File: src/hdl/ps2_mouse_cursor_drag_core_defines.svh
// Assertion macros for the PS/2 cursor drag core.
// Used by the top level only; expects clk and rst_n in scope.
`ifndef PS2_MOUSE_CURSOR_DRAG_CORE_DEFINES_SVH
`define PS2_MOUSE_CURSOR_DRAG_CORE_DEFINES_SVH

// same-cycle implication
`define PDRAG_ASSERT_NOW(lbl, ante, cons, msg) \
  lbl: assert property (@(posedge clk) disable iff (!rst_n) (ante) |-> (cons)) else $error(msg);

// next-cycle implication
`define PDRAG_ASSERT_NEXT(lbl, ante, cons, msg) \
  lbl: assert property (@(posedge clk) disable iff (!rst_n) (ante) |=> (cons)) else $error(msg);

`endif

File: src/hdl/pdrag_pkg.sv
// Shared types and constants for the PS/2 cursor drag core.
// No dependencies; imported by every module of the block.
package pdrag_pkg;

  localparam int NUM_WINDOWS = 16;
  localparam int WIN_AW      = 4;   // set by the entry_index field width

  localparam logic [9:0] MAX_X_RST   = 10'd790;
  localparam logic [9:0] MAX_Y_RST   = 10'd590;
  localparam logic [7:0] TITLE_H_RST = 8'd20;
  localparam logic [9:0] POS_X_RST   = 10'd400;
  localparam logic [9:0] POS_Y_RST   = 10'd300;

  // configuration register indexes
  localparam logic [1:0] CFG_MAX_X   = 2'd0;
  localparam logic [1:0] CFG_MAX_Y   = 2'd1;
  localparam logic [1:0] CFG_TITLE_H = 2'd2;

  // item kinds
  localparam logic ACT_BYTE  = 1'b0;
  localparam logic ACT_ENTRY = 1'b1;

  // packet byte positions
  localparam logic [1:0] PH_FIRST  = 2'd0;
  localparam logic [1:0] PH_SECOND = 2'd1;
  localparam logic [1:0] PH_THIRD  = 2'd2;

  localparam logic [7:0] SYNC_MASK = 8'h08;

  typedef struct packed {
    logic              action;
    logic [7:0]        rx_byte;
    logic [3:0]        entry_index;
    logic signed [15:0] entry_x;
    logic signed [15:0] entry_y;
    logic [11:0]       entry_width;
    logic              entry_active;
  } in_item_t;

  typedef struct packed {
    logic [9:0]         cursor_x;
    logic [9:0]         cursor_y;
    logic               left_button;
    logic               dragging;
    logic [3:0]         drag_window;
    logic signed [15:0] drag_window_x;
    logic signed [15:0] drag_window_y;
  } out_item_t;

  typedef struct packed {
    logic [15:0] x;
    logic [15:0] y;
    logic [11:0] w;
    logic        act;
  } win_entry_t;

  // controller -> datapath
  typedef struct packed {
    logic take;
    logic rd_en;
    logic rd_drag;
    logic scan_clr;
    logic scan_inc;
    logic drag_start;
    logic drag_move;
    logic out_load;
  } cmd_t;

  // datapath -> controller
  typedef struct packed {
    logic pkt_done;
    logic left;
    logic drag_on;
    logic hit;
    logic scan_last;
    logic out_free;
  } sts_t;

endpackage

File: src/hdl/ps2_mouse_cursor_drag_core.sv
// A window entry or non-final mouse byte is taken in ST_IDLE, which stays ready. A final byte
// goes to ST_EMIT on release or no press, via ST_UPD while dragging, or, when a press scans
// the table, via ST_SCAN and ST_CHK per entry (single read port; stops at a hit or the last of
// NUM_WINDOWS entries). A waiting result blocks only the next result, not the next beat.
// Reset is synchronous, active low: config to defaults, cursor centered, no drag, table empty.
// Top level of the PS/2 cursor drag core; depends on pdrag_pkg, pdrag_ctrl, pdrag_dp.
`include "ps2_mouse_cursor_drag_core_defines.svh"
module ps2_mouse_cursor_drag_core (
  input  logic                 clk,
  input  logic                 rst_n,
  input  logic                 cfg_we,
  input  logic [1:0]           cfg_addr,
  input  logic [9:0]           cfg_wdata,
  input  logic                 in_valid,
  output logic                 in_ready,
  input  pdrag_pkg::in_item_t  in_data,
  output logic                 out_valid,
  input  logic                 out_ready,
  output pdrag_pkg::out_item_t out_data
);
  import pdrag_pkg::*;

  cmd_t cmd;
  sts_t sts;

  pdrag_ctrl u_ctrl (
    .clk      (clk),
    .rst_n    (rst_n),
    .in_valid (in_valid),
    .in_ready (in_ready),
    .sts      (sts),
    .cmd      (cmd)
  );

  pdrag_dp u_dp (
    .clk       (clk),
    .rst_n     (rst_n),
    .cfg_we    (cfg_we),
    .cfg_addr  (cfg_addr),
    .cfg_wdata (cfg_wdata),
    .in_data   (in_data),
    .out_data  (out_data),
    .out_valid (out_valid),
    .out_ready (out_ready),
    .cmd       (cmd),
    .sts       (sts)
  );

  `PDRAG_ASSERT_NOW(a_idle_when_drag_clear, out_valid && !out_data.dragging, (out_data.drag_window == '0) && (out_data.drag_window_x == '0) && (out_data.drag_window_y == '0), "result without drag carries window data")
  `PDRAG_ASSERT_NOW(a_move_needs_drag, cmd.drag_move, sts.drag_on, "window move without active drag")
  `PDRAG_ASSERT_NEXT(a_busy_after_packet, cmd.take && sts.pkt_done, !in_ready, "input taken before packet result issued")
  `PDRAG_ASSERT_NOW(a_load_only_when_free, cmd.out_load, sts.out_free && !in_ready, "result register overwritten")

endmodule

File: src/hdl/pdrag_ctrl.sv
// Sequencer for the PS/2 cursor drag core: input handshake, table scan, drag update.
// Depends on pdrag_pkg.
module pdrag_ctrl (
  input  logic            clk,
  input  logic            rst_n,
  input  logic            in_valid,
  output logic            in_ready,
  input  pdrag_pkg::sts_t sts,
  output pdrag_pkg::cmd_t cmd
);
  import pdrag_pkg::*;

  localparam logic [2:0] ST_IDLE = 3'd0;
  localparam logic [2:0] ST_SCAN = 3'd1;
  localparam logic [2:0] ST_CHK  = 3'd2;
  localparam logic [2:0] ST_UPD  = 3'd3;
  localparam logic [2:0] ST_EMIT = 3'd4;

  logic [2:0] state_r, state_nxt;

  always_ff @(posedge clk) begin
    if (!rst_n) begin
      state_r <= ST_IDLE;
    end else begin
      state_r <= state_nxt;
    end
  end

  always_comb begin
    state_nxt = state_r;
    cmd       = '0;
    in_ready  = 1'b0;
    unique case (state_r)
      ST_IDLE: begin
        in_ready = 1'b1;
        if (in_valid) begin
          cmd.take = 1'b1;
          if (sts.pkt_done) begin
            if (!sts.left) begin
              state_nxt = ST_EMIT;
            end else if (sts.drag_on) begin
              cmd.rd_en   = 1'b1;
              cmd.rd_drag = 1'b1;
              state_nxt   = ST_UPD;
            end else begin
              cmd.scan_clr = 1'b1;
              state_nxt    = ST_SCAN;
            end
          end
        end
      end
      ST_SCAN: begin
        cmd.rd_en = 1'b1;
        state_nxt = ST_CHK;
      end
      ST_CHK: begin
        if (sts.hit) begin
          cmd.drag_start = 1'b1;
          state_nxt      = ST_EMIT;
        end else if (sts.scan_last) begin
          state_nxt = ST_EMIT;
        end else begin
          cmd.scan_inc = 1'b1;
          state_nxt    = ST_SCAN;
        end
      end
      ST_UPD: begin
        cmd.drag_move = 1'b1;
        state_nxt     = ST_EMIT;
      end
      ST_EMIT: begin
        if (sts.out_free) begin
          cmd.out_load = 1'b1;
          state_nxt    = ST_IDLE;
        end
      end
      default: begin
        state_nxt = ST_IDLE;
      end
    endcase
  end

endmodule

File: src/hdl/pdrag_dp.sv
// Datapath: packet assembly, cursor clamp, window table memory, hit test, result register.
// Depends on pdrag_pkg; driven by pdrag_ctrl through cmd_t.
module pdrag_dp (
  input  logic                 clk,
  input  logic                 rst_n,
  input  logic                 cfg_we,
  input  logic [1:0]           cfg_addr,
  input  logic [9:0]           cfg_wdata,
  input  pdrag_pkg::in_item_t  in_data,
  output pdrag_pkg::out_item_t out_data,
  output logic                 out_valid,
  input  logic                 out_ready,
  input  pdrag_pkg::cmd_t      cmd,
  output pdrag_pkg::sts_t      sts
);
  import pdrag_pkg::*;

  logic [9:0] max_x_r, max_y_r;
  logic [7:0] title_h_r;

  logic [1:0] phase_r;
  logic [7:0] first_r, second_r, dy_r;
  logic [9:0] pos_x_r, pos_y_r;
  logic       drag_on_r;
  logic [WIN_AW-1:0] drag_idx_r, scan_idx_r;
  logic [15:0] wx_r, wy_r;

  win_entry_t mem [NUM_WINDOWS];
  logic [NUM_WINDOWS-1:0] vld_r;
  win_entry_t rd_data_r;
  logic       rd_vld_r;
  win_entry_t ent;

  out_item_t out_data_r;
  logic      out_valid_r;

  logic byte_take, entry_take, pkt_done;
  logic signed [11:0] nx, ny;
  logic [9:0] nx_clamp, ny_clamp;

  // config registers
  always_ff @(posedge clk) begin
    if (!rst_n) begin
      max_x_r   <= MAX_X_RST;
      max_y_r   <= MAX_Y_RST;
      title_h_r <= TITLE_H_RST;
    end else if (cfg_we) begin
      unique case (cfg_addr)
        CFG_MAX_X:   max_x_r   <= cfg_wdata;
        CFG_MAX_Y:   max_y_r   <= cfg_wdata;
        CFG_TITLE_H: title_h_r <= cfg_wdata[7:0];
        default: ;
      endcase
    end
  end

  assign byte_take  = cmd.take && (in_data.action == ACT_BYTE);
  assign entry_take = cmd.take && (in_data.action == ACT_ENTRY)
                      && (int'(in_data.entry_index) < NUM_WINDOWS);
  assign pkt_done   = (in_data.action == ACT_BYTE) && (phase_r == PH_THIRD);

  // cursor step: x += dx, y -= dy, then clamp to 0..max
  assign nx = signed'({2'b00, pos_x_r}) + 12'(signed'(second_r));
  assign ny = signed'({2'b00, pos_y_r}) - 12'(signed'(in_data.rx_byte));

  always_comb begin
    priority if (nx < 0) begin
      nx_clamp = '0;
    end else if (nx > signed'({2'b00, max_x_r})) begin
      nx_clamp = max_x_r;
    end else begin
      nx_clamp = nx[9:0];
    end
    priority if (ny < 0) begin
      ny_clamp = '0;
    end else if (ny > signed'({2'b00, max_y_r})) begin
      ny_clamp = max_y_r;
    end else begin
      ny_clamp = ny[9:0];
    end
  end

  // packet assembly and drag state
  always_ff @(posedge clk) begin
    if (!rst_n) begin
      phase_r    <= PH_FIRST;
      first_r    <= '0;
      second_r   <= '0;
      pos_x_r    <= POS_X_RST;
      pos_y_r    <= POS_Y_RST;
      drag_on_r  <= 1'b0;
      drag_idx_r <= '0;
    end else begin
      if (byte_take) begin
        unique case (phase_r)
          PH_FIRST: begin
            if ((in_data.rx_byte & SYNC_MASK) != '0) begin
              first_r <= in_data.rx_byte;
              phase_r <= PH_SECOND;
            end
          end
          PH_SECOND: begin
            second_r <= in_data.rx_byte;
            phase_r  <= PH_THIRD;
          end
          PH_THIRD: begin
            phase_r <= PH_FIRST;
            pos_x_r <= nx_clamp;
            pos_y_r <= ny_clamp;
            if (!first_r[0]) begin
              drag_on_r <= 1'b0;
            end
          end
          default: phase_r <= PH_FIRST;
        endcase
      end
      if (cmd.drag_start) begin
        drag_on_r  <= 1'b1;
        drag_idx_r <= scan_idx_r;
      end
    end
  end

  always_ff @(posedge clk) begin
    if (byte_take && pkt_done) begin
      dy_r <= in_data.rx_byte;
    end
  end

  // scan pointer
  always_ff @(posedge clk) begin
    if (!rst_n) begin
      scan_idx_r <= '0;
    end else if (cmd.scan_clr) begin
      scan_idx_r <= '0;
    end else if (cmd.scan_inc) begin
      scan_idx_r <= scan_idx_r + 1'b1;
    end
  end

  // window table: one write port, one registered read port
  logic              mem_we;
  logic [WIN_AW-1:0] mem_waddr, rd_addr;
  win_entry_t        mem_wdata;

  assign ent = rd_vld_r ? rd_data_r : '0;

  always_comb begin
    mem_we    = entry_take || cmd.drag_move;
    mem_waddr = cmd.drag_move ? drag_idx_r : in_data.entry_index;
    if (cmd.drag_move) begin
      mem_wdata.x   = ent.x + {{8{second_r[7]}}, second_r};
      mem_wdata.y   = ent.y - {{8{dy_r[7]}}, dy_r};
      mem_wdata.w   = ent.w;
      mem_wdata.act = ent.act;
    end else begin
      mem_wdata.x   = in_data.entry_x;
      mem_wdata.y   = in_data.entry_y;
      mem_wdata.w   = in_data.entry_width;
      mem_wdata.act = in_data.entry_active;
    end
    rd_addr = cmd.rd_drag ? drag_idx_r : scan_idx_r;
  end

  always_ff @(posedge clk) begin
    if (mem_we) begin
      mem[mem_waddr] <= mem_wdata;
    end
    if (cmd.rd_en) begin
      rd_data_r <= mem[rd_addr];
    end
  end

  always_ff @(posedge clk) begin
    if (!rst_n) begin
      vld_r    <= '0;
      rd_vld_r <= 1'b0;
    end else begin
      if (mem_we) begin
        vld_r[mem_waddr] <= 1'b1;
      end
      if (cmd.rd_en) begin
        rd_vld_r <= vld_r[rd_addr];
      end
    end
  end

  // title bar hit test, bounds inclusive, 18-bit signed so sums never wrap
  logic signed [17:0] cx_s, cy_s, wx_s, wy_s, wr_s, wb_s;

  always_comb begin
    cx_s = signed'({8'b0, pos_x_r});
    cy_s = signed'({8'b0, pos_y_r});
    wx_s = signed'({{2{ent.x[15]}}, ent.x});
    wy_s = signed'({{2{ent.y[15]}}, ent.y});
    wr_s = wx_s + signed'({6'b0, ent.w});
    wb_s = wy_s + signed'({10'b0, title_h_r});
  end

  // dragged window position shown in the result
  always_ff @(posedge clk) begin
    if (cmd.drag_start) begin
      wx_r <= ent.x;
      wy_r <= ent.y;
    end else if (cmd.drag_move) begin
      wx_r <= mem_wdata.x;
      wy_r <= mem_wdata.y;
    end
  end

  // result register
  always_ff @(posedge clk) begin
    if (!rst_n) begin
      out_valid_r <= 1'b0;
    end else if (cmd.out_load) begin
      out_valid_r <= 1'b1;
    end else if (out_ready) begin
      out_valid_r <= 1'b0;
    end
  end

  always_ff @(posedge clk) begin
    if (cmd.out_load) begin
      out_data_r.cursor_x      <= pos_x_r;
      out_data_r.cursor_y      <= pos_y_r;
      out_data_r.left_button   <= first_r[0];
      out_data_r.dragging      <= drag_on_r;
      out_data_r.drag_window   <= drag_on_r ? drag_idx_r : '0;
      out_data_r.drag_window_x <= drag_on_r ? wx_r : '0;
      out_data_r.drag_window_y <= drag_on_r ? wy_r : '0;
    end
  end

  assign out_data  = out_data_r;
  assign out_valid = out_valid_r;

  always_comb begin
    sts.pkt_done  = pkt_done;
    sts.left      = first_r[0];
    sts.drag_on   = drag_on_r;
    sts.hit       = ent.act && (cx_s >= wx_s) && (cx_s <= wr_s)
                    && (cy_s >= wy_s) && (cy_s <= wb_s);
    sts.scan_last = (scan_idx_r == WIN_AW'(NUM_WINDOWS - 1));
    sts.out_free  = !out_valid_r || out_ready;
  end

endmodule
File: config.mk
export PLATFORM = sky130hd
export DESIGN_NAME = ps2_mouse_cursor_drag_core
export DESIGN_NICKNAME = d
export VERILOG_FILES = /design/src/hdl/pdrag_pkg.sv /design/src/hdl/ps2_mouse_cursor_drag_core.sv /design/src/hdl/pdrag_ctrl.sv /design/src/hdl/pdrag_dp.sv
export VERILOG_INCLUDE_DIRS = /design/src /design/src/hdl
export SDC_FILE = /design/constraint.sdc
export NUM_CORES = 2
export LEC_CHECK = 0
export BUFFER_PORTS_ARGS = -buffer_cell sky130_fd_sc_hd__buf_4
export CAP_MARGIN = 25
export CORE_AREA = 2 2 267 269
export CTS_CLUSTER_DIAMETER = 30
export DETAILED_ROUTE_END_ITERATION = 7
export DIE_AREA = 0 0 269 271
export GPL_ROUTABILITY_DRIVEN = 0
export HOLD_SLACK_MARGIN = 0.03
export PLACE_DENSITY = 0.77
export SYNTH_ARGS = -nofsm -noshare
export SYNTH_HDL_FRONTEND = slang
export SYNTH_SLANG_ARGS = --single-unit
File: constraint.sdc
create_clock -name clk -period 7.7 [get_ports clk]
set_input_delay 0.385 -clock clk [delete_from_list [all_inputs] [get_ports clk]]
set_output_delay 0.385 -clock clk [all_outputs]
set_load 0.1 [all_outputs]
==> flow_summary_export.csv <==
group,metric,value,unit
outcome,outcome,"complete, no violations",
detailed_routing,vias,26700,
critical_path,cp_max_fo,33,
floorplan,die_h,271,um
synth,yosys.area_share.simple,7.52,%
detailed_routing,wirelength,117,mm
cts,clock-sinks,952,
global_route,grt_max_degree,124,
placement,dp_hpwl,64.0,mm
timing,fmax,172,MHz
synth,ys_ff_latch,952,
cts,cts_buffers,142,
timing,setup_viol,0,
synth,synth_xor_area_share,1.47,%
power_and_ir_drop,max-vdd-ir-drop,0.000234,V
cts,post_cts_buffers,0,
timing,final_hold_viol_count,0,
layout,drive_gt1_share,22.2,%
floorplan,row_count,97,
critical_path,crit_path_end_kind,"register",
power_and_ir_drop,p_clk_share,52.9,%
synth,synth_edf_count,863,
run,cap_violations,0,
critical_path,cp-start-kind,"register",
power_and_ir_drop,p_int,10.0,mW
floorplan,initial_core_util,59.8,%
synth,synth_top_family_by_area,"multiplexers",
synth,synth_compound_area_share,6.79,%
synth,synthMuxAreaShare,11.6,%
global_route,antenna_found_initial,4,
synth,synth-main-ff-cell,"edfxtp_1",
synth,seq_area_frac_synth,66.4,%
critical_path,path_class,"register to register",
critical_path,arrival,6.25,ns
global_route,overflow,0,
floorplan,fp.coreArea,69800,um^2
floorplan,die_area,72900,um^2
layout,finalNetCount,3159,
power_and_ir_drop,pwr-share-comb,2.4,%
layout,final_cells,4020,
timing,slew_headroom,24.2,%
cts,clkTransAtPathRegs,0.06,ns
timing,finalSetupTns,0,ns
floorplan,die_x,269,um
detailed_routing,antenna_left,0,
synth,yosys_warnings,0,
synth,synth.avg_cell_area,15.4,um^2
cts,cts.path.max_buffers,3,
critical_path,cp.required,8.14,ns
power_and_ir_drop,p_seq_share,44.7,%
cts,hold_buffers,20,
critical_path,critical_path.cell_chain,"buf_4 -> and2_1 -> ha_1 -> a221oi_1 -> o311ai_1 -> o22a_1 -> maj3_1 -> nand2_1 -> xor2_1 -> ha_1 -> nand4_1 -> o31a_1 -> o211ai_1 -> mux2i_1 -> nor4b_1 -> a211o_2 -> nor2_4 -> buf_4 -> mux2_2",
synth,yosysUniqueCellTypes,84,
cts,post_cts_resized,0,
power_and_ir_drop,p_sw_share,21.3,%
detailed_routing,routedWlPerCell,29.1,um
detailed_routing,viasPerCell,6.63,
timing,timing.final.crit_share,75.5,%
power_and_ir_drop,p_leak,17.8,nW
synth,async_reset_ff_share,0,%
timing,grt_setup_unrepaired,"no",
layout,area_growth,18.3,%
cts,insertion_delay,0.75,ns
floorplan,io_pins,135,
critical_path,cpMaxStageDelayCell,"nor2_4",
timing,tightest_slew,1.13,ns
detailed_routing,first_pass_iters,6,
timing,drv_slew,0,
global_route,grt_pass1_wl,173,mm
power_and_ir_drop,power.switching,2.71,mW
layout,finalInstanceArea,49400,um^2
detailed_routing,drt-initial-drc-count,3604,
cts,cts_root_buf,"clkbuf_16",
placement,port-buffer-count,134,
synth,synth_cells,2717,
timing,fin_skew,0.0578,ns
global_route,grt_util_all_layers,32.8,%
cts,cts_max_level,4,
detailed_routing,drc,0,
power_and_ir_drop,powerDensity,258,nW/um^2
synth,syn_area,41700,um^2
cts,cts_tree,"built",
synth,synth.net_count,2918,
placement,place_area,44100,um^2
worst_hold_path,hp-class,"input port to register",
synth,synth_fa_ha_area_share,3.95,%
timing,post-route-min-period,5.81,ns
placement,dp_cells,3729,
critical_path,cpPeakStageDelay,0.64,ns
global_route,grt_pass1_vias,27100,
cells by family (layout without fill, tap and decap cells):
| logic type | after synthesis | in the layout |
|---|---|---|
| AO/OA/AOI/OAI | 436 | 436 |
| XOR/XNOR | 70 | 70 |
| adder cells (fa/ha/maj) | 130 | 130 |
| buffers and inverters | 217 | 578 |
| flip-flops | 952 | 952 |
| multiplexers | 250 | 250 |
| other | 0 | 2 |
| AND/OR/NAND/NOR | 662 | 662 |
layout by cell type, fill, tap and decap left out, types with 86 or more instances in the layout:
cell / n
dfxtp_1: 88
nor2_1: 130
and2_1: 106
inv_1: 88
a21oi_1: 93
ha_1: 122
nand2_1: 255
mux4_2: 184
clkbuf_16: 144
buf_4: 196
o21ai_0: 86
edfxtp_1: 863
path summary, 6_finish.rpt:
path	from	endpoint	slack, ns	cells after the start
worst max-delay path	u_dp.rd_vld_r$_SDFFE_PN0P_	u_dp.wx_r[0]$_DFFE_PP_	1.89	19
worst min-delay path	in_valid	u_dp.phase_r[0]$_SDFFE_PN0P_	0.08	4
worst max register to register	u_dp.rd_vld_r$_SDFFE_PN0P_	u_dp.wx_r[0]$_DFFE_PP_	1.89	19
worst min register to register	u_dp.vld_r[14]$_SDFFE_PN0N_	u_dp.vld_r[14]$_SDFFE_PN0N_	0.48	2
cells in the mapped netlist (5+ instances only):
library cell | n | area, um^2
a211oi_1 | 59 | 443
a21o_1 | 20 | 150
a21oi_1 | 93 | 465
a31oi_1 | 63 | 394
and2_1 | 106 | 663
and3_1 | 11 | 68.8
and4_1 | 6 | 52.6
buf_2 | 36 | 180
buf_4 | 14 | 105
buf_6 | 7 | 78.8
clkbuf_1 | 67 | 251
dfxtp_1 | 89 | 1780
edfxtp_1 | 863 | 25900
ha_1 | 122 | 1530
inv_1 | 88 | 330
mux2_2 | 18 | 203
mux2i_1 | 44 | 440
mux4_2 | 184 | 4140
nand2_1 | 256 | 961
nand2b_1 | 10 | 62.6
nand3_1 | 30 | 150
nand4_1 | 9 | 56.3
nor2_1 | 147 | 552
nor2b_1 | 15 | 93.8
nor3_1 | 24 | 120
nor3b_1 | 6 | 45.0
o211ai_1 | 21 | 158
o21a_1 | 15 | 113
o21ai_0 | 87 | 435
o21ai_1 | 5 | 25.0
o31a_1 | 8 | 70.1
o31ai_1 | 11 | 82.6
or3_1 | 16 | 100
xnor2_1 | 40 | 350
xor2_1 | 30 | 263
area by class of cell:
type | instances | area [um^2]
well taps | 940 | 1180
repair buffers | 224 | 1830
flip-flops and latches | 952 | 27700
inverters | 90 | 338
fillers | 4096 | 20400
clock inverters | 106 | 1360
clock buffers | 158 | 3660
multi-input cells | 1548 | 13300
diodes | 2 | 5.00
power by group through the flow:
stage / combinational, mW / sequential (mW) / clock, mW
3_3_place_gp: 0.274 / 5.78 / 0
6_report: 0.309 / 5.68 / 6.73
4_1_cts: 0.301 / 5.68 / 6.77
3_5_place_dp: 0.289 / 5.78 / 0
2_1_floorplan: 0.155 / 5.78 / 0
5_1_grt: 0.331 / 5.68 / 6.98
through the flow:
stage | utilization, % | hold slack, ns | worst slack [ns] | total power [mW]
after detailed placement | 63.2 | 0.459 | 2.00 | 6.07
after global placement | 63.1 | 0.444 | 2.19 | 6.05
final | 70.7 | 0.0807 | 1.89 | 12.7
after global routing | 70.7 | 0.0804 | 1.57 | 13.0
after CTS | 70.6 | 0.0327 | 1.93 | 12.7
after floorplan | - | 0.430 | 0.803 | 5.93
flip-flops by register name, summed over array words and instances (netlist names):
name / flops
u_dp.dy_r: 8
u_dp.phase_r: 2
u_dp.mem: 720
u_dp.max_y_r: 10
u_dp.pos_y_r: 10
u_dp.scan_idx_r: 4
u_dp.drag_on_r: 1
u_ctrl.state_r: 3
u_dp.max_x_r: 10
u_dp.out_data: 58
u_dp.wy_r: 16
u_dp.rd_data_r: 45
u_dp.vld_r: 16
u_dp.rd_vld_r: 1
u_dp.wx_r: 16
u_dp.first_r: 1
u_dp.title_h_r: 8
u_dp.drag_idx_r: 4
u_dp.pos_x_r: 10
u_dp.out_valid: 1
u_dp.second_r: 8
worst max-delay path, delay by kind of cell, from the launching register on:
kind	cells	cell delay (ns)
compound gates	6	1.57
simple gates	5	1.23
buf+inv	2	0.84
fa+ha+maj	3	0.66
flops	1	0.60
mux	2	0.45
xor+xnor	1	0.17
layer usage:
layer,GRT usage [%],vias up,wire length [um]
met3,7.80,391,13200
met5,0,-,7
li1,-,11100,-
met4,17.1,2,6120
met1,42.4,13200,41600
met2,51.8,1984,56200
(Power assumes the default switching activity.)
